--- config.mk ---
export PLATFORM = sky130hd
export DESIGN_NAME = gei_div
export DESIGN_NICKNAME = d
export VERILOG_FILES = /design/src/design/gei_pkg.sv /design/src/design/gei_div.sv
export SDC_FILE = /design/constraint.sdc
export NUM_CORES = 2
export LEC_CHECK = 0
export ABC_AREA = 0
export BUFFER_PORTS_ARGS = -buffer_cell sky130_fd_sc_hd__buf_2
export CORE_ASPECT_RATIO = 1.4
export CORE_UTILIZATION = 55
export CTS_BUF_LIST = sky130_fd_sc_hd__clkbuf_8
export DETAILED_ROUTE_END_ITERATION = 8
export PLACE_DENSITY_LB_ADDON = 0.1
export SLEW_MARGIN = 10
export SYNTH_ARGS = -nofsm -noshare
export SYNTH_HDL_FRONTEND = slang
export SYNTH_SLANG_ARGS = --single-unit
--- constraint.sdc ---
create_clock -name clk -period 5.7 [get_ports clk]
set_input_delay 0.855 -clock clk [delete_from_list [all_inputs] [get_ports clk]]
set_output_delay 0.855 -clock clk [all_outputs]
set_load 0.02 [all_outputs]
--- src/design/gei_pkg.sv ---
// Shared types, constants and lookup tables for the expected improvement pipeline
package gei_pkg;

	localparam int ZF          = 20;
	localparam int QB          = 28;
	localparam int TAB_LEN     = 76;
	localparam int CDF_ENTRIES = 76;
	localparam int DEN_LAST    = 75;
	localparam int FAR_IDX     = 127;

	typedef logic [30:0] tab_t;
	typedef longint unsigned nano_arr_t [TAB_LEN];
	typedef tab_t tab_arr_t [TAB_LEN];

	localparam tab_t ONE_Q = 31'h4000_0000;

	localparam nano_arr_t CDF_NANO = '{
		500000000, 539827837, 579259709, 617911422, 655421742, 691462461, 725746882,
		758036348, 788144601, 815939875, 841344746, 864333939, 884930330, 903199515,
		919243341, 933192799, 945200708, 955434537, 964069681, 971283440, 977249868,
		982135579, 986096552, 989275890, 991802464, 993790335, 995338812, 996533026,
		997444870, 998134187, 998650102, 999032397, 999312862, 999516576, 999663071,
		999767371, 999840891, 999892200, 999927652, 999951904, 999968329, 999979342,
		999986654, 999991460, 999994587, 999996602, 999997888, 999998699, 999999207,
		999999521, 999999713, 999999830, 999999900, 999999942, 999999967, 999999981,
		999999989, 999999994, 999999997, 999999998, 999999999, 999999999, 1000000000,
		1000000000, 1000000000, 1000000000, 1000000000, 1000000000, 1000000000,
		1000000000, 1000000000, 1000000000, 1000000000, 1000000000, 1000000000,
		1000000000
	};

	localparam nano_arr_t DEN_NANO = '{
		398942280, 396952547, 391042694, 381387815, 368270140, 352065327, 333224603,
		312253933, 289691553, 266085250, 241970725, 217852177, 194186055, 171368592,
		149727466, 129517596, 110920835, 94049077, 78950158, 65615815, 53990967,
		43983596, 35474593, 28327038, 22394530, 17528300, 13582969, 10420935,
		7915452, 5952532, 4431848, 3266819, 2384088, 1722569, 1232219, 872683,
		611902, 424780, 291947, 198655, 133830, 89262, 58943, 38535, 24942, 15984,
		10141, 6370, 3961, 2439, 1487, 897, 536, 317, 186, 108, 62, 35, 20, 11,
		6, 3, 2, 1, 1, 0, 0, 0, 0, 0, 0, 0, 0, 0, 0, 0
	};

	// nano units to Q30, round half up; evaluated at elaboration only
	function automatic tab_arr_t to_q(nano_arr_t n);
		tab_arr_t        r;
		longint unsigned v;
		for (int i = 0; i < TAB_LEN; i++) begin
			v = (n[i] * 64'd1073741824 + 64'd500000000) / 64'd1000000000;
			r[i] = v[30:0];
		end
		return r;
	endfunction

	localparam tab_arr_t CDF_Q = to_q(CDF_NANO);
	localparam tab_arr_t DEN_Q = to_q(DEN_NANO);

	function automatic tab_t cdf_at(logic [7:0] i);
		tab_t r;
		if (i < 8'(TAB_LEN)) r = CDF_Q[i[6:0]];
		else r = ONE_Q;
		return r;
	endfunction

	function automatic tab_t den_at(logic [7:0] i);
		tab_t r;
		if (i < 8'(TAB_LEN)) r = DEN_Q[i[6:0]];
		else r = '0;
		return r;
	endfunction

	typedef struct packed {
		logic               spread0;
		logic               neg;
		logic               far7;
		logic               far13;
		logic signed [32:0] d;
		logic signed [31:0] s;
	} gei_side_t;

endpackage

--- src/design/gei_div.sv ---
// Restoring divider, one quotient bit per pipeline stage
module gei_div (
	input  logic                   clk,
	input  logic                   arst_n,
	input  logic                   en,
	input  logic                   in_valid,
	input  gei_pkg::gei_side_t     in_side,
	input  logic [31:0]            rem0,
	input  logic [gei_pkg::QB-1:0] nlow,
	output logic                   valid,
	output gei_pkg::gei_side_t     side,
	output logic [gei_pkg::QB-1:0] quo
);
	import gei_pkg::*;

	logic      v_q    [QB+1];
	gei_side_t side_q [QB+1];
	logic [31:0]   r_q [QB+1];
	logic [QB-1:0] n_q [QB+1];
	logic [QB-1:0] q_q [QB+1];

	assign v_q[0]    = in_valid;
	assign side_q[0] = in_side;
	assign r_q[0]    = rem0;
	assign n_q[0]    = nlow;
	assign q_q[0]    = '0;

	for (genvar k = 0; k < QB; k++) begin : g_stage
		logic [32:0] rs;
		logic        ge;
		logic [32:0] diff;

		always_comb begin
			rs   = {r_q[k], n_q[k][QB-1]};
			ge   = rs >= {2'b0, side_q[k].s[30:0]};
			diff = rs - {2'b0, side_q[k].s[30:0]};
		end

		always_ff @(posedge clk or negedge arst_n) begin
			if (!arst_n) v_q[k+1] <= 1'b0;
			else if (en) v_q[k+1] <= v_q[k];
		end

		always_ff @(posedge clk) begin
			if (en) begin
				side_q[k+1] <= side_q[k];
				r_q[k+1]    <= ge ? diff[31:0] : rs[31:0];
				n_q[k+1]    <= n_q[k] << 1;
				q_q[k+1]    <= {q_q[k][QB-2:0], ge};
			end
		end
	end

	assign valid = v_q[QB];
	assign side  = side_q[QB];
	assign quo   = q_q[QB];
endmodule

Yosys cells after proc, flatten, opt, wreduce, memory -nomap -nowiden
Cells that the tools add are included.

Add/sub/neg operators: 27. Magnitude comparators: 28. Multiplexer cells: 27.

Operator list (number): $ge A33 B31 Y1 (28); $mux W32 (27); $sub A32 B31 Y32 (27).

Register bits after elaboration: 3608. Input port bits: 133. Output and inout bits: 98. Word-level logic and storage cells: 360.

Longest topological paths before layout
Depth in word-level cells: 2. Mapped depth: 16. Mapped depth without buffers: 14.

Worst setup path before layout
OpenSTA, ideal clock, no wires.

Path kind: input -> register. Start point: input port in_side[10] in the netlist's numbering. End point: register r_q, in the netlist g_stage[1].rs[10], data pin. Library setup time: 0.270 ns. Arrival: 3.339 ns. Data required time: 5.430 ns. Path slack: 2.091 ns. Stages on the path: 15. Path buffers: 3. Cell sequence: inv_1 ha_1 clkbuf_1 nand4_1 nor3_1 nand2_1 o31ai_1 o21ai_1 o221ai_1 a21o_1 a21oi_1 o21ai_1 buf_2 buf_1 a21oi_1.

Cells in the longest elaborated chain, start to end: 2.

RTL lines: from (decl) (RTL line gei_div.sv:7) `input gei_pkg::gei_side_t in_side,`; $ge A33 B31 Y1 (RTL line gei_div.sv:35) `ge = rs >= {2'b0, side_q[k].s[30:0]};`; $mux W32 (RTL line gei_div.sv:47) `r_q[k+1] <= ge ? diff[31:0] : rs[31:0];`; to (signal, indexed assignment) (RTL line gei_div.sv:47); to (decl) (RTL line gei_div.sv:18) `logic [31:0] r_q [QB+1];`.

No other way between the ends. A chain may end at the register's enable or synchronous reset.

Final worst setup path
Start point: register side_q[902] in the netlist's numbering. End point: register r_q, in the netlist g_stage[16].rs[11], data pin.

Cells in the longest elaborated chain, start to end: 2. Elaborated cells between the ends (all ways): 3. Those cells by class: 1 x add/sub; 1 x order compare; 1 x mux.

RTL lines: from (decl) (RTL line gei_div.sv:17) `gei_side_t side_q [QB+1];`; from (signal, indexed assignment) (RTL line gei_div.sv:46) `side_q[k+1] <= side_q[k];`; $sub A32 B31 Y32 / $ge A33 B31 Y1 (equally long branches) (RTL line gei_div.sv:36, gei_div.sv:35); $mux W32 * (RTL line gei_div.sv:47).

Mark *: on every way between the ends. The rest lies on a longest branch, timed or not.

==> results.md <==
* Synth-to-Final Area Change at 10.7%
* Avg Inst Size Synth at 13.4 µm²
* Tot Pwr at 96.1 mW
* Total clock sinks at 3608
* Worst reg2reg endpoint: g_stage[16].rs[11]$_DFFE_PP_
* Fmax at 187 MHz
* Die Wd at 464 µm
* Status: finished, final reports clean
* Root Buffer: clkbuf_8
* Slew @ Worst Pin at 1260 ps
* Async set or reset register ratio after synthesis at 0.776%
* Crit path DAT at 6040 ps
* Buffers on Ports at 230
* Share of Yosys cell area claimed by the top area cell type at 65.5%
* Post-synthesis cell area at 0.164 mm²
* Register bit total from synthesis at 3608
* Worst-skew pair later-pin latency at 1060 ps
* Clock Skew at 61.6 ps
* Net count after synthesis at 13278
* Worst Reg-to-Reg Cells at 12
* Leakage at 71.4 nW
* CP Capture Type: flip-flop
* Initial DRC Count at 5381
* Post-synthesis cell type count at 101
* CTS max path bufs at 4
* Hold path depth at 2
* Max_cap viols at 0
* Total grt overflow at 0
* Layout cell share with drive strength beyond 1 at 10.4%
* TritonCTS clock tree: done
* CP required at 6390 ps
* DIE AREA at 0.300 mm²
* Min Tclk post-route at 5350 ps
* Worst reg2reg setup slack at 350 ps
* Worst setup path start: side_q[902]$_DFFE_PP_
* Final worst path period share at 93.8%
* Cells after synthesis at 12250
* Final #Nets at 13990
* Setup total negative slack at 0 ps
* Number of flops mapped to enable cells by yosys at 3580
* Top Ports at 231
* Worst setup SP type: flip-flop
* Unrepaired setup endpoints after global routing: false
* Drt pass-1 iters at 9
* CTS resizes at 0
* GRT Total Usage at 25.5%
* Global-route wire length before repair at 576000 µm
* Pwr/cell area at 529 mW/mm²
* Crit path kind: reg2reg
* Detail Placement HPWL at 291000 µm
* Largest net degree at the start of global routing at 186
* Primary FF master, synth: edfxtp_1
* Rel. slew slack at 14.0%
* Final Setup Violations at 0
* Vias at 97818
* DRT antenna net count at 0
* Cell taking the most area after synthesis: edfxtp_1
* Final hold vios at 0
* Critical R2R Launch: side_q[902]$_DFFE_PP_
* Final Wtd Congestion at 1.01
* Initial antenna violation count at 28
* Number of max-slew violations in the final report at 0
* CTS clk-pin slew, worst paths at 60 ps
* Peak VDD IR at 0.000467 V
* Post-DR wirelength/cell at 22.3 µm
* Initial Util at 55.4%
* Core box area at 0.296 mm²
* Top cells by area, synth: edfxtp_1, ha_1, a21oi_1, inv_1, o21ai_0
* CP Capture Point: g_stage[16].rs[11]$_DFFE_PP_
* CP max FO at 35
* TritonCTS Buffers at 563
* Routed wire length at 389000 µm
* Die span in y at 648 µm
* HP Class: in2reg
* Num rows at 236
* Routed vias/inst at 5.62
* Post-synthesis sequential area ratio at 66.0%
* Number of global-route vias before repair at 103329
* Yosys warns at 0
* # DRC at 0
* H-tree levels at 6
==> flip-flops by register name, indices dropped and copies added (netlist names) <==
signal      flops
quo            28
g_stage.rs    891
side           69
valid           1
n_q           351
q_q           378
side_q       1863
v_q            27
==> layout make-up <==
cell class / instances / area, µm²
Tap cell: 3927 / 4910
Clock buffer: 569 / 7830
Clock inverter: 401 / 2270
Fill cell: 22356 / 114000
Sequential cell: 3608 / 108000
Inverter: 1104 / 4140
Multi-Input combinational cell: 7191 / 50000
Timing Repair Buffer: 494 / 3810
Antenna cell: 118 / 295
==> synthesized netlist by cell type (28+ instances only) <==
cell type,count
ha_1,868
edfxtp_1,3580
o211ai_1,37
dfrtp_1,28
clkbuf_1,169
or2_2,38
nor3_1,122
and2_1,40
o21ai_0,729
xnor2_1,392
nand3_1,179
and3_1,71
nand2b_1,137
nor2b_1,153
o21a_1,116
xor2_1,319
or3_1,30
buf_4,106
nor2_1,614
a31oi_1,71
o21ai_1,36
nand4_1,147
nor4_1,34
nand2_1,787
buf_2,59
inv_1,1102
a211oi_1,69
mux2_2,201
o21bai_1,103
a21o_1,458
a21boi_0,33
a21oi_1,921
o31ai_1,71
==> timing repair <==
action                    in CTS  in global routing
buffers inserted               0                  0
hold endpoints to repair     125                  0
hold buffers                  98                  0
==> power by group <==
part	internal [mW]	switching, mW	leakage, nW
Clock	9.97	10.0	5.79
Combinational	15.0	22.2	30.3
Sequential	36.2	2.69	35.3
==> worst min-delay path by stage <==
stage / startpoint / slack (ps) / endpoint
floorplan: n_q[558]$_DFFE_PP_ / 400 / g_stage[10].rs[0]$_DFFE_PP_
global placement: side_q[344]$_DFFE_PP_ / 400 / side_q[275]$_DFFE_PP_
detailed placement: n_q[390]$_DFFE_PP_ / 400 / g_stage[16].rs[0]$_DFFE_PP_
CTS: rem0[28] / 40 / g_stage[1].rs[30]$_DFFE_PP_
global route: rem0[19] / 50 / g_stage[1].rs[21]$_DFFE_PP_
finish: rem0[3] / 120 / g_stage[1].rs[5]$_DFFE_PP_
==> metrics by stage <==
stage | hold WS [ps] | worst slack [ps] | utilization (%) | area [µm²] | instances
global placement | 400 | 649 | 57.5 | 170000 | 16226
CTS | 35.8 | 559 | 61.2 | 181000 | 17294
detailed placement | 405 | 622 | 57.5 | 170000 | 16226
global route | 48.6 | 95.6 | 61.3 | 181000 | 17400
finish | 116 | 353 | 61.3 | 182000 | 17412
floorplan | 400 | 2090 | - | 164000 | 12250
==> layer usage <==
| layer | vias up | wire length [µm] | global-route usage, % |
|---|---|---|---|
| li1 | 46835 | - | - |
| met1 | 47263 | 106000 | 18.4 |
| met2 | 2429 | 226000 | 52.5 |
| met3 | 1291 | 11800 | 3.50 |
| met4 | 0 | 45000 | 26.5 |
| met5 | - | 0 | 0 |
==> critical path, cell delays in order (launching register included) <==
cell and delay [ps]:
edfxtp_1 790, inv_1 100, ha_1 400, nand2_1 90
o21ai_0 120, or3_1 350, o221ai_1 240, nand3b_1 140
a21oi_1 540, o41ai_2 220, a221oi_1 630, o21ai_4 390
a21oi_1 900
==> cell families after synthesis <==
kind of cell	Yosys count	share of synthesized area, %
flops	3608	66.0
compound gates	2926	11.1
simple gates	2424	6.97
buf+inv	1451	3.62
fa+ha+maj	895	6.95
xor+xnor	711	3.80
mux	235	1.59
==> cells in the final DEF (no fill, tap or decap), types with 201 or more instances in the layout <==
cell type	instances
edfxtp_1	3580
inv_1	1279
a21oi_1	919
ha_1	868
nand2_1	786
o21ai_0	728
nor2_1	614
clkbuf_8	569
a21o_1	458
xnor2_1	392
xor2_1	319
buf_2	229
mux2_2	201
No activity file was read; power rests on OpenSTA's default activity.
