[src/design/gei_pkg.sv]
// Shared types, constants and lookup tables for the expected improvement pipeline
package gei_pkg;

	localparam int ZF          = 20;
	localparam int QB          = 28;
	localparam int TAB_LEN     = 76;
	localparam int CDF_ENTRIES = 76;
	localparam int DEN_LAST    = 75;
	localparam int FAR_IDX     = 127;

	typedef logic [30:0] tab_t;
	typedef longint unsigned nano_arr_t [TAB_LEN];
	typedef tab_t tab_arr_t [TAB_LEN];

	localparam tab_t ONE_Q = 31'h4000_0000;

	localparam nano_arr_t CDF_NANO = '{
		500000000, 539827837, 579259709, 617911422, 655421742, 691462461, 725746882,
		758036348, 788144601, 815939875, 841344746, 864333939, 884930330, 903199515,
		919243341, 933192799, 945200708, 955434537, 964069681, 971283440, 977249868,
		982135579, 986096552, 989275890, 991802464, 993790335, 995338812, 996533026,
		997444870, 998134187, 998650102, 999032397, 999312862, 999516576, 999663071,
		999767371, 999840891, 999892200, 999927652, 999951904, 999968329, 999979342,
		999986654, 999991460, 999994587, 999996602, 999997888, 999998699, 999999207,
		999999521, 999999713, 999999830, 999999900, 999999942, 999999967, 999999981,
		999999989, 999999994, 999999997, 999999998, 999999999, 999999999, 1000000000,
		1000000000, 1000000000, 1000000000, 1000000000, 1000000000, 1000000000,
		1000000000, 1000000000, 1000000000, 1000000000, 1000000000, 1000000000,
		1000000000
	};

	localparam nano_arr_t DEN_NANO = '{
		398942280, 396952547, 391042694, 381387815, 368270140, 352065327, 333224603,
		312253933, 289691553, 266085250, 241970725, 217852177, 194186055, 171368592,
		149727466, 129517596, 110920835, 94049077, 78950158, 65615815, 53990967,
		43983596, 35474593, 28327038, 22394530, 17528300, 13582969, 10420935,
		7915452, 5952532, 4431848, 3266819, 2384088, 1722569, 1232219, 872683,
		611902, 424780, 291947, 198655, 133830, 89262, 58943, 38535, 24942, 15984,
		10141, 6370, 3961, 2439, 1487, 897, 536, 317, 186, 108, 62, 35, 20, 11,
		6, 3, 2, 1, 1, 0, 0, 0, 0, 0, 0, 0, 0, 0, 0, 0
	};

	// nano units to Q30, round half up; evaluated at elaboration only
	function automatic tab_arr_t to_q(nano_arr_t n);
		tab_arr_t        r;
		longint unsigned v;
		for (int i = 0; i < TAB_LEN; i++) begin
			v = (n[i] * 64'd1073741824 + 64'd500000000) / 64'd1000000000;
			r[i] = v[30:0];
		end
		return r;
	endfunction

	localparam tab_arr_t CDF_Q = to_q(CDF_NANO);
	localparam tab_arr_t DEN_Q = to_q(DEN_NANO);

	function automatic tab_t cdf_at(logic [7:0] i);
		tab_t r;
		if (i < 8'(TAB_LEN)) r = CDF_Q[i[6:0]];
		else r = ONE_Q;
		return r;
	endfunction

	function automatic tab_t den_at(logic [7:0] i);
		tab_t r;
		if (i < 8'(TAB_LEN)) r = DEN_Q[i[6:0]];
		else r = '0;
		return r;
	endfunction

	typedef struct packed {
		logic               spread0;
		logic               neg;
		logic               far7;
		logic               far13;
		logic signed [32:0] d;
		logic signed [31:0] s;
	} gei_side_t;

endpackage

[src/design/gei_lut.sv]
// Table reads and linear interpolation of the normal CDF and density
module gei_lut #(
	parameter int CDF_ENTRIES = gei_pkg::CDF_ENTRIES
) (
	input  logic                   clk,
	input  logic                   arst_n,
	input  logic                   en,
	input  logic                   in_valid,
	input  gei_pkg::gei_side_t     in_side,
	input  logic [gei_pkg::QB-1:0] quo,
	output logic                   valid,
	output gei_pkg::gei_side_t     side,
	output gei_pkg::tab_t          cdf,
	output gei_pkg::tab_t          den
);
	import gei_pkg::*;

	localparam tab_t CDF_LIM = cdf_at(8'(CDF_ENTRIES - 1));

	logic [7:0]      idx;
	logic [ZF-1:0]   frac;

	logic               v_a, v_b, v_c;
	gei_side_t          side_a, side_b, side_c;
	tab_t               ca_a, da_a, ca_b, da_b;
	logic signed [31:0] dc_a, dd_a;
	logic [ZF-1:0]      frac_a;
	logic               lim_a, end_a, lim_b, end_b;
	logic signed [52:0] pc_b, pd_b;
	tab_t               cdf_c, den_c;

	logic signed [53:0] ic, id;
	tab_t               cm, dm;

	always_comb begin
		idx  = side_b.far13 ? 8'(FAR_IDX) : 8'(0);
		frac = '0;
		if (!in_side.far13) begin
			idx  = quo[QB-1:ZF];
			frac = quo[ZF-1:0];
		end else begin
			idx = 8'(FAR_IDX);
		end
	end

	always_ff @(posedge clk or negedge arst_n) begin
		if (!arst_n) begin
			v_a <= 1'b0;
			v_b <= 1'b0;
			v_c <= 1'b0;
		end else if (en) begin
			v_a <= in_valid;
			v_b <= v_a;
			v_c <= v_b;
		end
	end

	always_ff @(posedge clk) begin
		if (en) begin
			side_a <= in_side;
			ca_a   <= cdf_at(idx);
			da_a   <= den_at(idx);
			dc_a   <= $signed({1'b0, cdf_at(idx + 8'd1)}) - $signed({1'b0, cdf_at(idx)});
			dd_a   <= $signed({1'b0, den_at(idx + 8'd1)}) - $signed({1'b0, den_at(idx)});
			frac_a <= frac;
			lim_a  <= idx >= 8'(CDF_ENTRIES - 1);
			end_a  <= idx >= 8'(DEN_LAST);
		end
	end

	always_ff @(posedge clk) begin
		if (en) begin
			side_b <= side_a;
			ca_b   <= ca_a;
			da_b   <= da_a;
			lim_b  <= lim_a;
			end_b  <= end_a;
			pc_b   <= 53'(dc_a * $signed({1'b0, frac_a}));
			pd_b   <= 53'(dd_a * $signed({1'b0, frac_a}));
		end
	end

	always_comb begin
		ic = $signed({3'b0, ca_b, {ZF{1'b0}}}) + 54'(pc_b);
		id = $signed({3'b0, da_b, {ZF{1'b0}}}) + 54'(pd_b);
		cm = lim_b ? CDF_LIM : ic[ZF+30:ZF];
		dm = end_b ? '0 : id[ZF+30:ZF];
	end

	always_ff @(posedge clk) begin
		if (en) begin
			side_c <= side_b;
			den_c  <= dm;
			if (side_b.far7) cdf_c <= side_b.neg ? '0 : ONE_Q;
			else cdf_c <= side_b.neg ? ONE_Q - cm : cm;
		end
	end

	assign valid = v_c;
	assign side  = side_c;
	assign cdf   = cdf_c;
	assign den   = den_c;
endmodule

[config.mk]
export PLATFORM = sky130hd
export DESIGN_NAME = gei_lut
export DESIGN_NICKNAME = d
export VERILOG_FILES = /design/src/design/gei_pkg.sv /design/src/design/gei_lut.sv
export SDC_FILE = /design/constraint.sdc
export NUM_CORES = 2
export LEC_CHECK = 0
export BUFFER_PORTS_ARGS = -buffer_cell sky130_fd_sc_hd__buf_2
export CORE_MARGIN = 2
export CORE_UTILIZATION = 54
export CTS_CLUSTER_DIAMETER = 120
export DETAILED_ROUTE_END_ITERATION = 8
export PLACE_DENSITY = 0.7
export SYNTH_ARGS = -nofsm -noshare
export SYNTH_HDL_FRONTEND = slang
export SYNTH_SLANG_ARGS = --single-unit
[constraint.sdc]
create_clock -name clk -period 14.6 [get_ports clk]
set_clock_uncertainty 0.05 [all_clocks]
set_input_delay 1.46 -clock clk [delete_from_list [all_inputs] [get_ports clk]]
set_output_delay 1.46 -clock clk [all_outputs]
set_load 0.05 [all_outputs]
# Word level (Yosys, flattened, before mapping)

Memory sizes are Yosys's and may differ from the RTL's.
Index checks and enable logic that the tools add are counted.

$add $sub $neg: 6
$mul: 2
Mux-type cells: 21
Order comparisons: 5
Bitwise logic cells: 2

Operator list:

| cell                     | count |
|---|---|
| $mux W31                 | 20 |
| $add A51 B51 Y51         | 2 |
| $mul A32 B21 Y51         | 2 |
| $sub A31 B31 Y32         | 2 |
| $sub A31 B31 Y31 const A | 1 |
| $ge A8 B8 Y1 const B     | 2 |
| $lt A8 B7 Y1 const B     | 2 |
| $not A7 Y8               | 2 |
| $add A8 B1 Y8 const B    | 1 |
| $ge A8 B7 Y1 const B     | 1 |
| $mux W8                  | 1 |

Logic and storage cells: 74
ROM bits: 15872
Output and inout port bits: 132
Memories: 4
Bits of input ports: 101
Flip-flop bits (word level): 584

Memory list:

| name             | depth | width | rd ports | clocked after Yosys merged registers in | write ports | line          | text |
|---|---|---|---|---|---|---|---|
| (name not given) | 128   | 31    | 1        | 0                                       | 0           | gei_pkg.sv:66 | `if (i < 8'(TAB_LEN)) r = DEN_Q[i[6:0]];` |
| (name not given) | 128   | 31    | 1        | 0                                       | 0           | gei_pkg.sv:66 |  |
| (name not given) | 128   | 31    | 1        | 0                                       | 0           | gei_pkg.sv:59 | `if (i < 8'(TAB_LEN)) r = CDF_Q[i[6:0]];` |
| (name not given) | 128   | 31    | 1        | 0                                       | 0           | gei_pkg.sv:59 |  |

# Longest topological paths before layout

Depth in word-level cells: 9
Depth in mapped cells: 29
Depth with buffers taken out: 27

# Worst setup path after synthesis

No wires, ideal clock.

Path type: input port to flip-flop
Start: input port in_side[65] (netlist bit)
End: register dc_a[26], data pin
Cell stages on the path: 26
Path buffers: 5
Library setup time: 0.266 ns
Required time: 14.284 ns
Arrival time: 7.055 ns
Slack: 7.229 ns
Cells stage by stage: clkbuf_1 > inv_1 > nand2_1 > clkbuf_1 > ha_1 > ha_1 > clkinv_1 > clkbuf_1 > clkbuf_1 > ha_1 > clkbuf_1 > nor3_1 > a31oi_1 > nand2_1 > a311oi_1 > ha_1 > a21o_1 > a21oi_1 > nor2b_1 > a21oi_1 > o41ai_1 > o2111ai_1 > nand3_1 > a31oi_1 > o41ai_1 > xnor2_1

Cells in the longest elaborated chain, start to end: 9
Elaborated cells on any way between the ends: 17
Those cells by class: add/sub: 2; order compare: 2; mux: 9; bitwise: 2; memory: 2

RTL lines:

| item                                         | line          | text |
|---|---|---|
| start: declaration                           | gei_lut.sv:9  | `input gei_pkg::gei_side_t in_side,` |
| $mux W8 *                                    | gei_lut.sv:38 | `if (!in_side.far13) begin` |
| $add A8 B1 Y8                                | gei_lut.sv:63 | `dc_a <= $signed({1'b0, cdf_at(idx + 8'd1)}) - $signed({1'b0, cdf_at(idx)});` |
| $not A7 Y8 (not written as such)             | gei_pkg.sv:59 |  |
| $mem_v2 Z128 W31                             | -             |  |
| $mux W31 (not written as such) (2 in series) | gei_pkg.sv:59 |  |
| $mux W31                                     | gei_pkg.sv:59 |  |
| $mux W31                                     | gei_lut.sv:59 | `if (en) begin` |
| $sub A31 B31 Y32 *                           | gei_lut.sv:63 |  |
| end signal: assignment                       | gei_lut.sv:63 |  |
| end: declaration                             | gei_lut.sv:26 | `logic signed [31:0] dc_a, dd_a;` |

Every way passes the cells marked *; elsewhere a longest branch is shown, timed or not. The select of a mux whose other input is x is not followed.
A chain may end at the register's enable or synchronous reset.

# Worst setup path in the final report

Start: input port quo[20] (netlist bit)
End: register dd_a[28], data pin

Cells in the longest elaborated chain, start to end: 9
Elaborated cells on any way between the ends: 17
Those cells by class: add/sub: 2; order compare: 2; mux: 9; bitwise: 2; memory: 2

RTL lines:

| item                                         | line          | text |
|---|---|---|
| start: declaration                           | gei_lut.sv:10 | `input logic [gei_pkg::QB-1:0] quo,` |
| $mux W8 *                                    | gei_lut.sv:38 |  |
| $add A8 B1 Y8                                | gei_lut.sv:64 | `dd_a <= $signed({1'b0, den_at(idx + 8'd1)}) - $signed({1'b0, den_at(idx)});` |
| $not A7 Y8 (not written as such)             | gei_pkg.sv:66 |  |
| $mem_v2 Z128 W31                             | -             |  |
| $mux W31 (not written as such) (2 in series) | gei_pkg.sv:66 |  |
| $mux W31                                     | gei_pkg.sv:66 |  |
| $mux W31                                     | gei_lut.sv:59 |  |
| $sub A31 B31 Y32 *                           | gei_lut.sv:64 |  |
| end signal: assignment                       | gei_lut.sv:64 |  |
| end: declaration                             | gei_lut.sv:26 |  |

Marks and branches as above.

==> out/metrics.cfg <==
[worst_setup_path]
critPathKind = in -> reg
critical_path_arrival_ps = 9660
required_ps = 15040
path_max_fanout = 58
cp-start-kind = input pin
worstSetupEndpointType = flop

[synthesis]
ys_ff_latch = 540
syn_nets = 9329
ys_seq_area_frac = 0.220
syn_area_per_cell_um2 = 9.73
synth_top_cell_by_area = fa_1
netlist.area_leader.share = 0.339
postSynthCellCount = 7571
netlist_top_cells_area = fa_1 34%, edfxtp_1 22%, and2_1 7.6%
yosysWarnings = 0
synth.distinct_cells = 90
synth_async_sr_flop_share = 0.00556
syn_area_mm2 = 0.0736
synth-edff-count = 537
yosys_most_used_dff = edfxtp_1

[cts]
cts_inserted_buffers = 60
post_cts_buffers = 0
ctsResizeCount = 0
clk_pin_slew_ps = 60
postCtsHoldBufs = 0
cts_max_level = 2
cts_tree = yes
clk_latency_ps = 670
cts.path.max_buffers = 3
clock_sinks = 540
clock-root-buffer = clkbuf_16

[global_routing]
grt_pass1_wl_mm = 363
grt_start_max_net_pins = 167
overflow = 0
grt_pass1_vias = 59100
antenna_found_initial = 12
track_usage = 0.344

[placement]
port-buffer-count = 232
place_hpwl_mm = 171
place_congestion = 0.997

[finish]
final_nets = 9298
areaGrowthSynthToFinish_pct = 6.33
drive_gt1_frac = 0.0679

[detailed_routing]
detail_route.first_pass.iterations = 6
drc = 0
drtIter0Drc = 5063
finalWirelength_mm = 235
postRouteAntennaNets = 0
vias = 56000
wl_per_cell_um = 25.0
avgViaCountPerCell = 5.97

[die]
core_mm2 = 0.135
start_util = 0.544
num_io_pins = 233
chipWidth_um = 373
die_h_um = 373
dieArea_mm2 = 0.139
rows = 135

[timing]
fin_crit_sh = 0.632
setup_viol = 0
tightest_slew_ps = 1540
fin_setup_tns_ps = 0
drv_slew = 3
slew_headroom = -0.0394
timing.final.crit_period_ps = 9220
hold_viol_final = 0
clock.fmax_mhz = 108
rsz0062_at_grt = no

[status]
violations = max-capacitance violations, max-slew violations
outcome = finished with violations

[worst_hold_path]
hp-class = reg -> reg

[job]
cap_viol_max_count = 1

-- placed cells by master, fill, tap and decap left out, drive strengths merged, types with 62 or more instances in the layout --
cell	synthesis	routed
nor3	102	102
clkbuf	424	71
o21ai	256	256
xor2	62	62
nand2	703	703
nor2	353	353
fa	1247	1247
a21oi	272	272
and2	892	892
xnor2	128	128
a211oi	66	66
nor2b	64	64
inv	1272	1275
nand3	89	89
a21o	67	67
ha	410	410
edfxtp	537	537
buf	30	361
-- final timing paths --
check                      cells past startpoint            endpoint  slack (ps)                      from
max                                           27  dd_a[28]$_DFFE_PP_        5380                   quo[20]
min                                            0  side[41]$_DFFE_PP_         370      side_b[41]$_DFFE_PP_
max reg2reg                                   27  pd_b[48]$_DFFE_PP_        5610  frac_a[12]$_SDFFCE_PP0P_
min reg2reg                                    0  side[41]$_DFFE_PP_         370      side_b[41]$_DFFE_PP_
max in group asynchronous                      1     v_b$_DFFE_PN0P_       13880                    arst_n
min in group asynchronous                      1     v_a$_DFFE_PN0P_         520                    arst_n
-- layout make-up --
class | count | area [µm²]
Antenna cell | 6 | 15.0
Clock buffer | 71 | 1540
Clock inverter | 40 | 344
Fill cell | 11800 | 57200
Inverter | 1276 | 4790
Multi-Input combinational cell | 5301 | 51000
Sequential cell | 540 | 16200
Tap cell | 1781 | 2230
Timing Repair Buffer | 361 | 2150
-- sequential cells by signal, summed over array words and instances (netlist names) --
register and count:
pc_b 31, side_a 69, pd_b 31, end_a 1
frac_a 20, v_a 1, side_b 69, den 31
ca_b 31, v_b 1, da_a 29, dc_a 32
side 69, cdf 31, ca_a 31, end_b 1
da_b 29, dd_a 32, valid 1
-- Yosys cell counts, drive strengths merged (34+ instances only) --
cell type and number:
o21ai 256, a211oi 66, ha 410, inv 1272, o211ai 52, clkbuf 424, a21o 67, xnor2 128
o31ai 34, edfxtp 537, nand2 703, fa 1247, nor3 102, a21oi 272, nor2b 64, nand3 89
xor2 62, a31oi 58, o21a 37, nor2 353, and2 892
-- layer usage --
layer | global-route usage | wire length, µm | vias up
met5 | 0.00343 | 73 | -
met4 | 0.146 | 11700 | 14
met3 | 0.0757 | 22400 | 635
met2 | 0.532 | 106000 | 2829
met1 | 0.470 | 94400 | 28500
li1 | - | - | 24000
-- per-stage QoR --
step	setup WS, ps	util	instance area (µm²)	std cells	hold slack [ps]
6_report	5380	0.578	78300	9376	366
3_3_place_gp	5200	0.564	76400	9259	350
5_1_grt	5000	0.578	78300	9371	369
4_1_cts	5700	0.578	78300	9370	363
3_5_place_dp	5020	0.564	76400	9259	355
2_1_floorplan	7230	-	73600	7571	350
-- cells by family after synthesis --
family / share of synthesized area
AND/OR/NAND/NOR: 0.163
buffers and inverters: 0.0883
adder cells (fa/ha/maj): 0.409
AO/OA/AOI/OAI: 0.0949
flip-flops: 0.220
XOR/XNOR: 0.0226
multiplexers: 0.00282
-- critical path: stages --
cell	delay (ps)
buf_2	510
clkinv_1	490
nand2_1	180
buf_4	380
ha_2	700
ha_4	650
clkinv_1	140
buf_4	330
nand2_1	300
a21boi_0	280
and2_1	210
nor3b_1	60
o311a_1	290
o21ai_0	480
ha_1	320
fa_1	230
nor2b_1	50
o21ai_0	250
a21boi_1	150
o211ai_1	250
a21oi_1	120
o311ai_1	460
o21ai_0	280
a41oi_1	330
a21oi_1	170
o21a_1	240
o311ai_1	250
Power is not shown: default switching activity piles up to over one toggle a cycle in this logic, so the estimate is an artifact.
