--- config.mk ---
export PLATFORM = sky130hd
export DESIGN_NAME = gei_front
export DESIGN_NICKNAME = d
export VERILOG_FILES = /design/src/design/gei_pkg.sv /design/src/design/gei_front.sv
export SDC_FILE = /design/constraint.sdc
export NUM_CORES = 1
export LEC_CHECK = 0
export BUFFER_PORTS_ARGS = -buffer_cell sky130_fd_sc_hd__buf_2
export CORE_ASPECT_RATIO = 0.75
export CORE_UTILIZATION = 45
export DETAILED_ROUTE_END_ITERATION = 16
export MAX_ROUTING_LAYER = met4
export PLACE_DENSITY = 0.72
export SLEW_MARGIN = 25
export SYNTH_ARGS = -nofsm -noshare
export SYNTH_HDL_FRONTEND = slang
export SYNTH_SLANG_ARGS = --single-unit
--- constraint.sdc ---
create_clock -name clk -period 6.9 [get_ports clk]
set_input_delay 1.38 -clock clk [delete_from_list [all_inputs] [get_ports clk]]
set_output_delay 1.38 -clock clk [all_outputs]
set_load 0.03 [all_outputs]
--- src/design/gei_pkg.sv ---
// Shared types, constants and lookup tables for the expected improvement pipeline
package gei_pkg;

	localparam int ZF          = 20;
	localparam int QB          = 28;
	localparam int TAB_LEN     = 76;
	localparam int CDF_ENTRIES = 76;
	localparam int DEN_LAST    = 75;
	localparam int FAR_IDX     = 127;

	typedef logic [30:0] tab_t;
	typedef longint unsigned nano_arr_t [TAB_LEN];
	typedef tab_t tab_arr_t [TAB_LEN];

	localparam tab_t ONE_Q = 31'h4000_0000;

	localparam nano_arr_t CDF_NANO = '{
		500000000, 539827837, 579259709, 617911422, 655421742, 691462461, 725746882,
		758036348, 788144601, 815939875, 841344746, 864333939, 884930330, 903199515,
		919243341, 933192799, 945200708, 955434537, 964069681, 971283440, 977249868,
		982135579, 986096552, 989275890, 991802464, 993790335, 995338812, 996533026,
		997444870, 998134187, 998650102, 999032397, 999312862, 999516576, 999663071,
		999767371, 999840891, 999892200, 999927652, 999951904, 999968329, 999979342,
		999986654, 999991460, 999994587, 999996602, 999997888, 999998699, 999999207,
		999999521, 999999713, 999999830, 999999900, 999999942, 999999967, 999999981,
		999999989, 999999994, 999999997, 999999998, 999999999, 999999999, 1000000000,
		1000000000, 1000000000, 1000000000, 1000000000, 1000000000, 1000000000,
		1000000000, 1000000000, 1000000000, 1000000000, 1000000000, 1000000000,
		1000000000
	};

	localparam nano_arr_t DEN_NANO = '{
		398942280, 396952547, 391042694, 381387815, 368270140, 352065327, 333224603,
		312253933, 289691553, 266085250, 241970725, 217852177, 194186055, 171368592,
		149727466, 129517596, 110920835, 94049077, 78950158, 65615815, 53990967,
		43983596, 35474593, 28327038, 22394530, 17528300, 13582969, 10420935,
		7915452, 5952532, 4431848, 3266819, 2384088, 1722569, 1232219, 872683,
		611902, 424780, 291947, 198655, 133830, 89262, 58943, 38535, 24942, 15984,
		10141, 6370, 3961, 2439, 1487, 897, 536, 317, 186, 108, 62, 35, 20, 11,
		6, 3, 2, 1, 1, 0, 0, 0, 0, 0, 0, 0, 0, 0, 0, 0
	};

	// nano units to Q30, round half up; evaluated at elaboration only
	function automatic tab_arr_t to_q(nano_arr_t n);
		tab_arr_t        r;
		longint unsigned v;
		for (int i = 0; i < TAB_LEN; i++) begin
			v = (n[i] * 64'd1073741824 + 64'd500000000) / 64'd1000000000;
			r[i] = v[30:0];
		end
		return r;
	endfunction

	localparam tab_arr_t CDF_Q = to_q(CDF_NANO);
	localparam tab_arr_t DEN_Q = to_q(DEN_NANO);

	function automatic tab_t cdf_at(logic [7:0] i);
		tab_t r;
		if (i < 8'(TAB_LEN)) r = CDF_Q[i[6:0]];
		else r = ONE_Q;
		return r;
	endfunction

	function automatic tab_t den_at(logic [7:0] i);
		tab_t r;
		if (i < 8'(TAB_LEN)) r = DEN_Q[i[6:0]];
		else r = '0;
		return r;
	endfunction

	typedef struct packed {
		logic               spread0;
		logic               neg;
		logic               far7;
		logic               far13;
		logic signed [32:0] d;
		logic signed [31:0] s;
	} gei_side_t;

endpackage

--- src/design/gei_front.sv ---
// Front stages: difference, magnitude, range flags and divider setup
module gei_front (
	input  logic                  clk,
	input  logic                  arst_n,
	input  logic                  en,
	input  logic                  in_valid,
	input  logic signed [31:0]    prediction,
	input  logic signed [31:0]    best_value,
	input  logic signed [31:0]    deviation,
	output logic                  valid,
	output gei_pkg::gei_side_t    side,
	output logic [31:0]           rem0,
	output logic [gei_pkg::QB-1:0] nlow
);
	import gei_pkg::*;

	logic               v_s1, v_s2;
	logic signed [32:0] d_s1;
	logic signed [31:0] s_s1;
	logic               sp_s1;
	gei_side_t          side_s2;
	logic [31:0]        rem_s2;
	logic [QB-1:0]      nlow_s2;

	logic [32:0] mag;
	logic [36:0] mag10;
	logic [36:0] s13, s7;

	always_ff @(posedge clk or negedge arst_n) begin
		if (!arst_n) begin
			v_s1 <= 1'b0;
			v_s2 <= 1'b0;
		end else if (en) begin
			v_s1 <= in_valid;
			v_s2 <= v_s1;
		end
	end

	always_ff @(posedge clk) begin
		if (en) begin
			d_s1  <= {best_value[31], best_value} - {prediction[31], prediction};
			s_s1  <= deviation;
			sp_s1 <= deviation[31] || (deviation == 32'sd0);
		end
	end

	always_comb begin
		mag   = d_s1[32] ? 33'(-d_s1) : 33'(d_s1);
		mag10 = ({4'b0, mag} << 3) + ({4'b0, mag} << 1);
		s13   = 37'({6'b0, s_s1[30:0]}) * 37'd13;
		s7    = 37'({6'b0, s_s1[30:0]}) * 37'd7;
	end

	always_ff @(posedge clk) begin
		if (en) begin
			side_s2.spread0 <= sp_s1;
			side_s2.neg     <= d_s1[32];
			side_s2.far7    <= {4'b0, mag} > s7;
			side_s2.far13   <= {4'b0, mag} > s13;
			side_s2.d       <= d_s1;
			side_s2.s       <= s_s1;
			rem_s2          <= {3'b0, mag10[36:8]};
			nlow_s2         <= {mag10[7:0], {(QB-8){1'b0}}};
		end
	end

	assign valid = v_s2;
	assign side  = side_s2;
	assign rem0  = rem_s2;
	assign nlow  = nlow_s2;
endmodule

=== After elaboration in Yosys (flattened, before gate mapping) ===
Cells that the tools add are included.

* Register bits: 174
* Output and inout bits: 130

* $add $sub $neg: 3
* Multiply operators: 2
* $lt $le $gt $ge: 2
* Muxes and demuxes: 1
* Reductions and logical operators: 2

{| class="wikitable"
|+ Operators by type and width
! cell !! count
|-
| adder 36 x 34 -> 37 bit || 1
|-
| greater-than comparator 33 x 35 -> 1 bit || 1
|-
| multiplier 31 x 4 -> 35 bit, second input constant || 1
|-
| greater-than comparator 33 x 34 -> 1 bit || 1
|-
| multiplier 31 x 3 -> 34 bit, second input constant || 1
|-
| 2-to-1 mux 33 bit || 1
|-
| negation 33 bit || 1
|-
| subtractor 32 x 32 -> 33 bit || 1
|-
| logical NOT 32 bit || 1
|-
| logical OR 1 bit || 1
|}

=== Longest topological paths before layout ===
Gate-level depths: netlist of run 1.

* Depth in word-level cells: 3
* Depth in mapped cells: 23
* Depth with buffers taken out: 23

=== Worst setup path after synthesis of run 1 ===
No wires, ideal clock.

* Path type: register to register
* Start: register s_s1[10]
* End: register side_s2, in the netlist side[65] (data pin)
* Setup time: 0.261 ns
* Arrival: 4.623 ns
* Required time: 6.639 ns
* Slack: 2.015 ns
* Stages on the path, launching flop included: 21
* Clock period less this slack: 4.885 ns
* Path through: edfxtp_1 > ha_1 > fa_1 > ha_1 > clkbuf_1 > a21oi_1 > o211ai_1 > a31o_2 > a221o_1 > o21ai_0 > o21bai_1 > a21oi_1 > xor2_1 > ha_1 > a21o_1 > a21o_1 > a21oi_1 > o211ai_1 > o211ai_1 > a21oi_1 > nor4b_1

* Cells in the longest elaborated chain, start to end: 2

{| class="wikitable"
|+ RTL lines
! what !! RTL line !! text
|-
| start, declared || gei_front.sv:19 || <nowiki>logic signed [31:0] s_s1;</nowiki>
|-
| start signal, assigned || gei_front.sv:42 || <nowiki>s_s1 <= deviation;</nowiki>
|-
| multiplier 31 x 4 -> 35 bit || gei_front.sv:50 || <nowiki>s13 = 37'({6'b0, s_s1[30:0]}) * 37'd13;</nowiki>
|-
| greater-than comparator 33 x 35 -> 1 bit || gei_front.sv:59 || <nowiki>side_s2.far13 <= {4'b0, mag} > s13;</nowiki>
|-
| end, declared || gei_front.sv:21 || <nowiki>gei_side_t side_s2;</nowiki>
|}

Every way passes these cells.
A chain may end at the register's enable or synchronous reset.

=== Final worst setup path of run 1 ===
* Start: register s_s1[2]
* End: register side_s2, in the netlist side[65] (data pin)

Same word-level chain as after synthesis.

==> results of run 1 <==
==> per-stage QoR <==
step | hold WS, ns | instances
floorplan | 0.4003 | 1535
global placement | 0.4010 | 2152
detailed placement | 0.4160 | 2152
CTS | 0.4349 | 2184
global route | 0.4367 | 2184
finish | 0.4355 | 2185
==> kinds of logic after synthesis <==
kind of cell / Yosys count / share of synthesized area (%)
muxes: 5 / 0.3376
AOI/OAI and AO/OA: 447 / 18.58
and+or+nand+nor: 302 / 9.974
adders and majority gates: 286 / 25.93
buffers and inverters: 164 / 4.581
other: 1 / 0.02409
DFF: 171 / 32.92
xor gates and xnor gates: 136 / 7.651
==> cell usage in the layout (no fill, tap or decap), drive strengths merged, types with 8 or more instances in the layout <==
master and count:
buf 208, nor4 15, nor2b 14, nand4 28, o21ai 87, fa 61
nor2 69, ha 225, conb 24, o31ai 18, nand2b 18, o211ai 10
a21o 94, o21a 18, edfxtp 169, xor2 39, nand2 62, and3 8
nand3 29, nor3 23, a31oi 10, a21oi 125, xnor2 97, a211oi 15
inv 132, o21bai 13, clkbuf 17
==> cell type report <==
cell class / instances / area [sq um] / area share [%]
Timing Repair Buffer: 208 / 1055 / 5.988
Clock buffer: 17 / 425.4 / 2.415
Clock inverter: 15 / 165.2 / 0.9377
Antenna cell: 1 / 2.502 / 0.01421
Sequential cell: 171 / 5125 / 29.10
Inverter: 123 / 461.7 / 2.621
Tap cell: 450 / 563.0 / 3.197
Multi-Input combinational cell: 1200 / 9816 / 55.73
==> report_power, final <==
part	switching, uW	internal, uW	leakage [uW]	total, uW
Combinational	2270	1540	0.00601	3810
Clock	487	487	0.000281	974
Sequential	146	1430	0.00168	1580
Total	2900	3460	0.00797	6360
==> state kept, by name, indices dropped and copies added, names as in the netlist <==
| register | flops |
|---|---|
| rem0 | 29 |
| d_s1 | 33 |
| valid | 1 |
| nlow | 6 |
| sp_s1 | 1 |
| side | 68 |
| v_s1 | 1 |
| s_s1 | 32 |
==> final timing paths <==
kind / from / endpoint / depth (start not counted) / slack, ns
max: s_s1[2]$_DFFE_PP_ / side[65]$_DFFE_PP_ / 21 / 1.15
max in group asynchronous: arst_n / v_s1$_DFFE_PN0P_ / 1 / 6.12
max reg2reg: s_s1[2]$_DFFE_PP_ / side[65]$_DFFE_PP_ / 21 / 1.15
min: sp_s1$_DFFE_PP_ / side[68]$_DFFE_PP_ / 0 / 0.44
min reg2reg: sp_s1$_DFFE_PP_ / side[68]$_DFFE_PP_ / 0 / 0.44
min in group asynchronous: arst_n / valid$_DFFE_PN0P_ / 1 / 0.69
==> worst max-delay path, cell delays in order (launching register included) <==
cell and delay, ns:
edfxtp_1 0.56, ha_1 0.37, inv_1 0.06, fa_1 0.50, fa_1 0.47, nor2b_1 0.13
o21ai_0 0.12, a21oi_1 0.36, o21bai_1 0.15, a21boi_0 0.18, o21ai_0 0.14, a21oi_1 0.27
nor4_1 0.07, a211o_1 0.29, ha_1 0.30, nand4_1 0.11, nor3_1 0.52, a221o_1 0.26
o21a_1 0.20, o211ai_1 0.11, a21oi_1 0.15, nor4b_1 0.24
==> per-layer routing <==
layer | track usage (%) | wire, um | up-vias
met5 | - | 0 | -
met4 | 4.641 | 409 | 0
met3 | 3.762 | 1975 | 25
met2 | 33.06 | 16570 | 303
met1 | 31.00 | 18450 | 5805
li1 | - | - | 6013
==> reports/results.tsv, run 1 <==
stage	metric	value	unit
setup_path	worstPathMaxFanout	7	
route	drc	0	
clock_tree	clk_pin_slew	0.08	ns
route	routed_via_density	5.559	
min_path	hold_path.class	flop to flop	
finish	final_area	17610	sq um
finish	utilization	52.08	%
synth	synth-seq-cells	171	
synth	synth_top_area_share	32.60	%
power	leakagePower	0.007973	uW
clock_tree	htreeDepth	4	
clock_tree	cts.repair.resized	0	
finish	fillCellCount	3084	
clock_tree	clockRootBuffer	clkbuf_16	
die	die_height	163.1	um
die	num_rows	58	
timing	finClkSkew	0.008942	ns
die	initial_utilization	46.03	%
finish	area_growth	13.14	%
route	routed_wl	37400	um
global_routing	grt_max_degree	86	
run_status	status	completed	
die	io_pins	230	
synth	ys_types	66	
timing	timing.final.ws_setup	1.149	ns
timing	tns	0	ns
route	wl_per_cell	17.12	um
synth	synthCells	1512	
timing	clock.fmax	173.9	MHz
synth	ys_top_cells_by_area	edfxtp_1 (33%), ha_1 (18%), fa_1 (7.8%)	
finish	drive_gt1_share	14.82	%
setup_path	worstSetupPathType	flop to flop	
power	p_per_area	361.1	nW/um^2
synth	synth_edf_count	169	
clock_tree	cts_hold_buffers	0	
setup_path	cp_data_arrival_time	6.02	ns
power	ir_worst_vdd	0.2225	mV
die	dieWidth	216.8	um
route	first_pass_iters	7	
synth	synth_flop_cell	edfxtp_1	
clock_tree	postCtsSetupBuffers	0	
die	coreArea	33820	sq um
setup_path	worst_setup_path_end_kind	flop	
clock_tree	cts_tree	built	
placed_design	place_area	17020	sq um
setup_path	startpoint_type	flop	
timing	slew_headroom	42.49	%
synth	yosysMostFrequentCell	ha_1	
synth	ys_seq_area_share	32.92	%
finish	final_nets	2107	
die	die_area	35350	sq um
placed_design	pre_cts_slack	1.238	ns
timing	finalSetupViolCount	0	
placed_design	dp_hpwl	29930	um
global_routing	grt_pass1_vias	11210	
clock_tree	clock-sinks	171	
timing	fin_crit_sh	83.34	%
route	vias	12150	
synth	yosys_warnings	0	
timing	maxSlewViolCount	0	
synth	async_flop_share	1.170	%
timing	rsz0062_at_grt	no	
timing	finalCriticalPeriod	5.751	ns
global_routing	grt_pass1_wl	59040	um
synth	yosysTopAreaCell	edfxtp_1	
synth	avgSynthCellArea	10.30	sq um
synth	yosys-top-cells-count	ha_1 (225), edfxtp_1 (169), a21oi_1 (125)	
global_routing	antenna_found_initial	0	
clock_tree	clock_latency	0.45	ns
clock_tree	cts_buffers	17	
route	antenna_left	0	
synth	netlist_area	15570	sq um
timing	tightest_slew	0.8560	ns
timing	final-hold-violation-count	0	
run	max_cap_viol_count	0	
global_routing	grt_use_total	21.96	%
power	power.total	6360	uW
clock_tree	clockBufferDepth	2	
placed_design	port_buffers	205	
placed_design	gp_congestion	0.8843	
route	first_iter_violations	915	
setup_path	required	7.17	ns
global_routing	grt_overflow	0	
Power figures use the tool's default switching activity.
==> run 2: changes to the inputs <==
--- a/config.mk
+++ b/config.mk
@@ -5,12 +5,13 @@
 export SDC_FILE = /design/constraint.sdc
 export NUM_CORES = 1
 export LEC_CHECK = 0
+export ABC_AREA = 1
 export BUFFER_PORTS_ARGS = -buffer_cell sky130_fd_sc_hd__buf_2
 export CORE_ASPECT_RATIO = 0.75
 export CORE_UTILIZATION = 45
 export DETAILED_ROUTE_END_ITERATION = 16
 export MAX_ROUTING_LAYER = met4
-export PLACE_DENSITY = 0.72
+export PLACE_DENSITY = 0.75
 export SLEW_MARGIN = 25
 export SYNTH_ARGS = -nofsm -noshare
 export SYNTH_HDL_FRONTEND = slang
==> constraint.sdc (replaced) <==
create_clock -name clk -period 4.8 [get_ports clk]
set_input_delay 0.96 -clock clk [delete_from_list [all_inputs] [get_ports clk]]
set_output_delay 0.96 -clock clk [all_outputs]
set_load 0.03 [all_outputs]
==> run 2 against run 1 <==
  * Die area up 6.2%
  * Total power is 61% higher
  * Routed wire length rose by 28%
  * Clock power increased by 51%
  * Fmax is 24% higher
  * Via count up 19%
  * Final cell count up 22%
  * Worst setup slack got worse by 0.99 ns
  * Clock-buffer cell count is the same
  * Non-clock buffer count is 44 higher
  * Register-to-register slack lost 0.99 ns
  * Clock skew rose by 0.0051 ns
  * Critical path type unchanged
  * Largest cell class unchanged
  * Highest routed layer unchanged
==> reports/results.tsv, run 2 <==
stage	metric	value	unit	change
run_status	status	completed		
clock_tree	clk_pin_slew	0.08	ns	about the same
timing	clock.fmax	215.5	MHz	+24%
synth	synth-simple-area-share	18.08	%	+8.1 points
route	first_iter_violations	1281		+40%
synth	yosysTopAreaCell	edfxtp_1		
clock_tree	cts_tree	built		
setup_path	startpoint_type	flop		
placed_design	dpl.cell_count	2629		+22%
synth	yosys-top-cells-count	nand2_1 (370), inv_1 (251), ha_1 (225)		
setup_path	required	5.01	ns	-2.16 ns
die	initial_utilization	45.90	%	-0.13 points
synth	ys_seq_area_share	30.98	%	-1.9 points
route	first_pass_iters	7		unchanged
synth	netlist_area	16540	sq um	+6.3%
clock_tree	clock_latency	0.47	ns	+0.02 ns
global_routing	antenna_found_initial	0		unchanged
timing	fin_crit_sh	96.66	%	+13 points
global_routing	grt_overflow	0		unchanged
synth	async_flop_share	1.170	%	unchanged
synth	synth_edf_count	169		unchanged
global_routing	grt_use_total	26.43	%	+4.5 points
timing	finClkSkew	0.01403	ns	+0.005093 ns
placed_design	port_buffers	205		unchanged
finish	utilization	52.93	%	+0.85 points
finish	final_nets	2577		+22%
route	antenna_left	0		unchanged
clock_tree	clockRootBuffer	clkbuf_16		
min_path	hold_path.class	primary input to async pin		
global_routing	grt_max_degree	73		-15%
route	drc	0		unchanged
die	die_area	37540	sq um	+6.2%
timing	tightest_slew	0.9601	ns	+0.1041 ns
setup_path	worst_setup_path_end_kind	flop		
die	num_rows	60		+3.4%
finish	drive_gt1_share	14.61	%	-0.21 points
route	vias	14390		+19%
clock_tree	clockBufferDepth	2		unchanged
route	routed_wl	47730	um	+28%
die	dieWidth	223.4	um	+3.0%
finish	area_growth	15.32	%	
timing	timing.final.ws_setup	0.1601	ns	-0.9893 ns
global_routing	grt_pass1_vias	13240		+18%
placed_design	gp_congestion	0.9810		+11%
timing	maxSlewViolCount	0		unchanged
finish	finalNonFillerCells	2669		+22%
timing	final-hold-violation-count	0		unchanged
finish	final_area	19070	sq um	+8.3%
timing	finalCriticalPeriod	4.640	ns	-1.111 ns
synth	ys_top_cells_by_area	edfxtp_1 (31%), ha_1 (17%), nand2_1 (8.4%)		
synth	synth_compound_area_share	12.39	%	-6.2 points
power	ir_worst_vdd	0.2671	mV	+20%
synth	avgSynthCellArea	8.584	sq um	-17%
setup_path	cp_data_arrival_time	4.85	ns	-1.17 ns
finish	largest_register_ffs	68		unchanged
synth	synth_top_family_by_area	adder cells		
run	max_cap_viol_count	0		unchanged
finish	layout_commonest_cell	nand2_1		
power	p_per_area	536.7	nW/um^2	+49%
synth	synth_fa_ha_area_share	24.40	%	-1.5 points
synth	yosysMostFrequentCell	nand2_1		
route	wl_per_cell	17.88	um	+4.5%
synth	synthCells	1927		+27%
die	io_pins	230		unchanged
die	die_height	168.0	um	+3.0%
clock_tree	cts_buffers	17		unchanged
finish	fillCellCount	3390		+9.9%
clock_tree	cts_hold_buffers	0		unchanged
synth	synth_xor_xnor_area_share	7.148	%	-0.50 points
synth	muxShareOfSynthArea	0	%	-0.34 points
timing	finalSetupViolCount	0		unchanged
clock_tree	htreeDepth	4		unchanged
die	coreArea	36030	sq um	+6.6%
placed_design	place_area	18340	sq um	+7.7%
synth	synth_top_area_share	30.68	%	-1.9 points
placed_design	pre_cts_slack	0.1043	ns	-1.134 ns
placed_design	dp_hpwl	39750	um	+33%
clock_tree	clock-sinks	171		unchanged
timing	slew_headroom	35.40	%	-7.1 points
finish	final_cell_mix	nand2_1 (368), inv_1 (251), ha_1 (224)		
global_routing	grt_pass1_wl	73930	um	+25%
synth	synth_flop_cell	edfxtp_1		
power	leakagePower	0.009068	uW	+14%
synth	synth-seq-cells	171		unchanged
setup_path	worstSetupPathType	flop to flop		
timing	holdWs	0.2515	ns	-0.1840 ns
timing	rsz0062_at_grt	yes		
setup_path	worstPathMaxFanout	7		unchanged
finish	antennaDiodeCount	0		-1
synth	ys_types	51		-23%
synth	yosys_warnings	0		unchanged
route	routed_via_density	5.393		-3.0%
==> run 2: changes by cell type after synthesis, sizes merged, moves of 31 or more <==
cell / previous run / this run
nor2: 69 / 179
a21oi: 125 / 157
xor2: 39 / 83
nand2: 62 / 374
xnor2: 97 / 52
inv: 123 / 251
a21o: 94 / 23
nand3: 29 / 60
==> run 2: cells by family (layout without fill, tap and decap cells) <==
group,Yosys count,in the layout
xor+xnor,135,135
buf+inv,281,535
other cells,1,24
flops,171,171
fa+ha+maj,286,286
simple gates,708,708
compound gates,345,345
==> run 2: final timing paths <==
| check | start | end | slack, ns | cells after the start |
|---|---|---|---|---|
| setup / recovery | s_s1[2]$_DFFE_PP_ | side[66]$_DFFE_PP_ | 0.16 | 19 |
| hold / removal | arst_n | v_s1$_DFFE_PN0P_ | 0.25 | 1 |
| setup reg to reg | s_s1[2]$_DFFE_PP_ | side[66]$_DFFE_PP_ | 0.16 | 19 |
| hold reg to reg | sp_s1$_DFFE_PP_ | side[68]$_DFFE_PP_ | 0.45 | 0 |
| max in group asynchronous | arst_n | valid$_DFFE_PN0P_ | 4.46 | 1 |
| min in group clk | sp_s1$_DFFE_PP_ | side[68]$_DFFE_PP_ | 0.45 | 0 |
==> run 2: worst max-delay path, stage by stage (launching register included) <==
cell      delay [ns]
edfxtp_1        0.51
buf_4           0.20
fa_1            0.58
inv_1           0.08
fa_1            0.48
inv_1           0.09
nand2_1         0.07
o21ai_2         0.21
a21oi_1         0.16
o21ai_2         0.27
a21boi_1        0.17
o21ai_2         0.23
nand2_1         0.10
nand3_1         0.08
nand2_1         0.06
ha_1            0.26
nand2_1         0.06
or4_1           0.48
nor4_1          0.24
nor2_1          0.08
==> run 2: area by class of cell <==
class / instances / area (sq um) / area share (%)
clock buffers: 17 / 425.4 / 2.230
clock inverters: 15 / 192.7 / 1.010
inverters: 251 / 942.2 / 4.939
multi-input cells: 1498 / 10410 / 54.58
flip-flops and latches: 171 / 5125 / 26.87
well taps: 465 / 581.8 / 3.050
repair buffers: 252 / 1398 / 7.327
==> run 2: through the flow <==
stage / TNS, ns / power [uW]
finish: 0 / 10240
global placement: 0 / 8492
global route: -0.09472 / 11070
CTS: 0 / 10100
detailed placement: 0 / 8577
floorplan: 0 / 6763
==> run 2: routing by layer <==
| layer | vias up | GRT usage (%) | share of wire, % |
|---|---|---|---|
| met1 | 6768 | 40.15 | 50 |
| met3 | 36 | 5.271 | 7.8 |
| met5 | - | - | 0 |
| met2 | 496 | 36.13 | 41 |
| met4 | 0 | 4.765 | 1.1 |
| li1 | 7094 | - | - |
==> run 2: timing repair <==
action	4_1_cts	5_1_grt
setup buffers	0	8
endpoints found under the setup margin	0	3
gates resized for setup	0	14
endpoints found under the hold margin	0	0
==> run 2: report_power, final <==
| part | switching [uW] | total, uW | internal [uW] |
|---|---|---|---|
| Clock | 710 | 1470 | 755 |
| Sequential | 161 | 2240 | 2080 |
| Combinational | 4250 | 6530 | 2280 |
==> run 3: changes to the inputs <==
--- a/config.mk
+++ b/config.mk
@@ -12,6 +12,7 @@
 export DETAILED_ROUTE_END_ITERATION = 16
 export MAX_ROUTING_LAYER = met4
 export PLACE_DENSITY = 0.75
+export REMOVE_ABC_BUFFERS = 1
 export SLEW_MARGIN = 25
 export SYNTH_ARGS = -nofsm -noshare
 export SYNTH_HDL_FRONTEND = slang
==> run 3 against run 2 <==
  * Register-to-register slack gained 0.07 ns
  * Worst setup slack gained 0.069 ns
  * Largest power group unchanged
  * Routed wire length shrank 1.9%
  * Non-clock buffer count shrank 2
  * First-iteration DRC count grew 3.9%
  * Hold slack gained 0.0027 ns
  * Clock-buffer cell count is the same
==> reports/results.tsv, run 3 (synthesis results as in run 2) <==
stage	metric	value	unit	change
finish	largest_register_ffs	68		unchanged
finish	final_nets	2575		-0.078%
timing	finClkSkew	0.01323	ns	-0.0008045 ns
die	initial_utilization	45.90	%	unchanged
setup_path	cp_data_arrival_time	4.78	ns	-0.07 ns
finish	finalNonFillerCells	2667		-0.075%
route	antenna_left	0		unchanged
power	clockPowerShare	14.2	%	about the same
route	routed_wl	46840	um	-1.9%
timing	final-hold-violation-count	0		unchanged
timing	maxSlewViolCount	0		unchanged
die	dieWidth	223.4	um	unchanged
setup_path	path_common_cell	nand2_1		
route	vias	14340		-0.35%
global_routing	antenna_found_initial	0		unchanged
global_routing	grt_max_degree	82		+12%
timing	clock.fmax	218.8	MHz	+1.5%
timing	finalCriticalPeriod	4.570	ns	-0.06941 ns
finish	antennaDiodeCount	0		unchanged
placed_design	place_area	18270	sq um	-0.37%
timing	tns	0	ns	unchanged
power	p_per_area	535.2	nW/um^2	-0.28%
setup_path	r2r-end	side[65]$_DFFE_PP_		
power	p_int	5094	uW	-0.33%
setup_path	worst_setup_path_end_kind	flop		
power	p_sw	5117	uW	-0.18%
clock_tree	clockBufferDepth	2		unchanged
clock_tree	htreeDepth	4		unchanged
setup_path	worstSetupPathType	flop to flop		
power	ir_worst_vdd	0.2930	mV	+9.7%
placed_design	dpl.cell_count	2620		-0.34%
die	die_height	168.0	um	unchanged
die	coreArea	36030	sq um	unchanged
global_routing	grt_pass1_vias	13480		+1.8%
global_routing	grt_overflow	0		unchanged
clock_tree	cts_tree	built		
timing	slew_headroom	40.18	%	+4.8 points
timing	finalSetupViolCount	0		unchanged
route	routed_via_density	5.378		-0.27%
setup_path	reg2reg_slack	0.23	ns	+0.07 ns
route	first_pass_iters	6		-1
power	leakagePower	0.009063	uW	about the same
placed_design	dp_hpwl	38800	um	-2.4%
setup_path	startpoint_type	flop		
power	seqPwrFrac	22.0	%	about the same
clock_tree	clk_pin_slew	0.08	ns	about the same
run_status	status	completed		
setup_path	worstPathMaxFanout	5		-2
global_routing	grt_use_total	25.94	%	-0.49 points
setup_path	cp_slowest_cell	edfxtp_1		
timing	fin_crit_sh	95.22	%	-1.4 points
setup_path	max_stage_delay	0.47	ns	-0.11 ns
placed_design	gp_congestion	0.9925		+1.2%
clock_tree	clock-sinks	171		unchanged
finish	drive_gt1_share	14.80	%	+0.19 points
placed_design	pre_cts_slack	-0.05816	ns	-0.1624 ns
timing	tightest_slew	0.8891	ns	-0.07102 ns
finish	layout_commonest_cell	nand2_1		
clock_tree	cts_buffers	17		unchanged
setup_path	required	5.01	ns	about the same
placed_design	port_buffers	205		unchanged
route	drc	0		unchanged
power	p_comb_share	63.8	%	about the same
setup_path	timing.rr.start	s_s1[7]$_DFFE_PP_		
finish	area_growth	15.35	%	about the same
setup_path	cp_cell_sequence	buf_4 > ha_1 > fa_1 > ha_1 > a21oi_1 > o21ai_0 > a21oi_2 > o21ai_4 > a21oi_1 > o21ai_2 > nand2_1 > nand2_1 > nand2_1 > nand2_1 > ha_1 > nand4_1 > nor4_2 > nand3_1 > nand2_1 > nor2_1 > nand3_1 > a21oi_1		
route	wl_per_cell	17.56	um	-1.8%
die	io_pins	230		unchanged
global_routing	grt_pass1_wl	73310	um	-0.84%
die	num_rows	60		unchanged
route	first_iter_violations	1331		+3.9%
finish	utilization	52.95	%	about the same
finish	final_area	19080	sq um	about the same
clock_tree	clock_latency	0.47	ns	about the same
min_path	hold_path.class	primary input to async pin		
run	max_cap_viol_count	0		unchanged
setup_path	rr_worst_depth	22		+3
power	switching_share	50.11	%	about the same
die	die_area	37540	sq um	unchanged
finish	final_cell_mix	nand2_1 (369), inv_1 (251), ha_1 (225)		
timing	timing.final.ws_setup	0.2295	ns	+0.06941 ns
clock_tree	clockRootBuffer	clkbuf_16		
run 3: repair_timing:
| item | in CTS | in global routing |
|---|---|---|
| setup endpoints to repair | 1 | 2 |
| hold buffers | 0 | 0 |
| pin swaps | 0 | 8 |
| setup buffers | 0 | 15 |
| resized for setup | 1 | 20 |
run 3: power by group through the flow:
| stage | Combinational (uW) | Sequential (uW) | Clock, uW |
|---|---|---|---|
| 2_1_floorplan | 4070 | 2670 | 0 |
| 3_3_place_gp | 6130 | 2280 | 0 |
| 3_5_place_dp | 6240 | 2290 | 0 |
| 4_1_cts | 6300 | 2260 | 1480 |
| 5_1_grt | 7230 | 2280 | 1530 |
| 6_report | 6520 | 2250 | 1450 |
run 3: layout make-up:
class	count	area (sq um)
sequential	171	5125
timing repair buffer	250	1383
clock inverter	15	173.9
clock buffer	17	425.4
inverter	251	942.2
fill	3357	16960
tap	465	581.8
multi-input combinational	1498	10450
run 3: stage by stage:
stage / hold WS (ns) / power (uW)
2_1_floorplan: 0.4003 / 6742
3_3_place_gp: 0.4018 / 8411
3_5_place_dp: 0.4070 / 8525
4_1_cts: 0.2367 / 10030
5_1_grt: 0.2450 / 11040
6_report: 0.2542 / 10210
run 3: worst max-delay path, delay by kind of cell (launching register included):
kind,cells,cell delay (ns)
AOI/OAI and AO/OA,7,1.18
buffers and inverters,1,0.18
adders and majority gates,4,1.32
and+or+nand+nor,10,1.16
DFF,1,0.47
run 3: worst max-delay path by stage:
| stage | slack [ns] | start | cells past startpoint | to |
|---|---|---|---|---|
| CTS | 0.06 | s_s1[2]$_DFFE_PP_ | 20 | side[65]$_DFFE_PP_ |
| global route | -0.03 | s_s1[7]$_DFFE_PP_ | 22 | side[65]$_DFFE_PP_ |
| global placement | 0.16 | s_s1[2]$_DFFE_PP_ | 20 | side[65]$_DFFE_PP_ |
| finish | 0.23 | s_s1[7]$_DFFE_PP_ | 22 | side[65]$_DFFE_PP_ |
| detailed placement | -0.06 | s_s1[2]$_DFFE_PP_ | 20 | side[65]$_DFFE_PP_ |
| floorplan | 0.75 | s_s1[2]$_DFFE_PP_ | 19 | side[66]$_DFFE_PP_ |
run 3: routing by layer:
| layer | global-route usage (%) | wire length [um] | up-vias |
|---|---|---|---|
| li1 | - | - | 7071 |
| met1 | 37.86 | 22900 | 6722 |
| met2 | 36.74 | 19520 | 504 |
| met3 | 5.218 | 3729 | 47 |
| met4 | 5.896 | 692 | 0 |
| met5 | - | 0 | - |
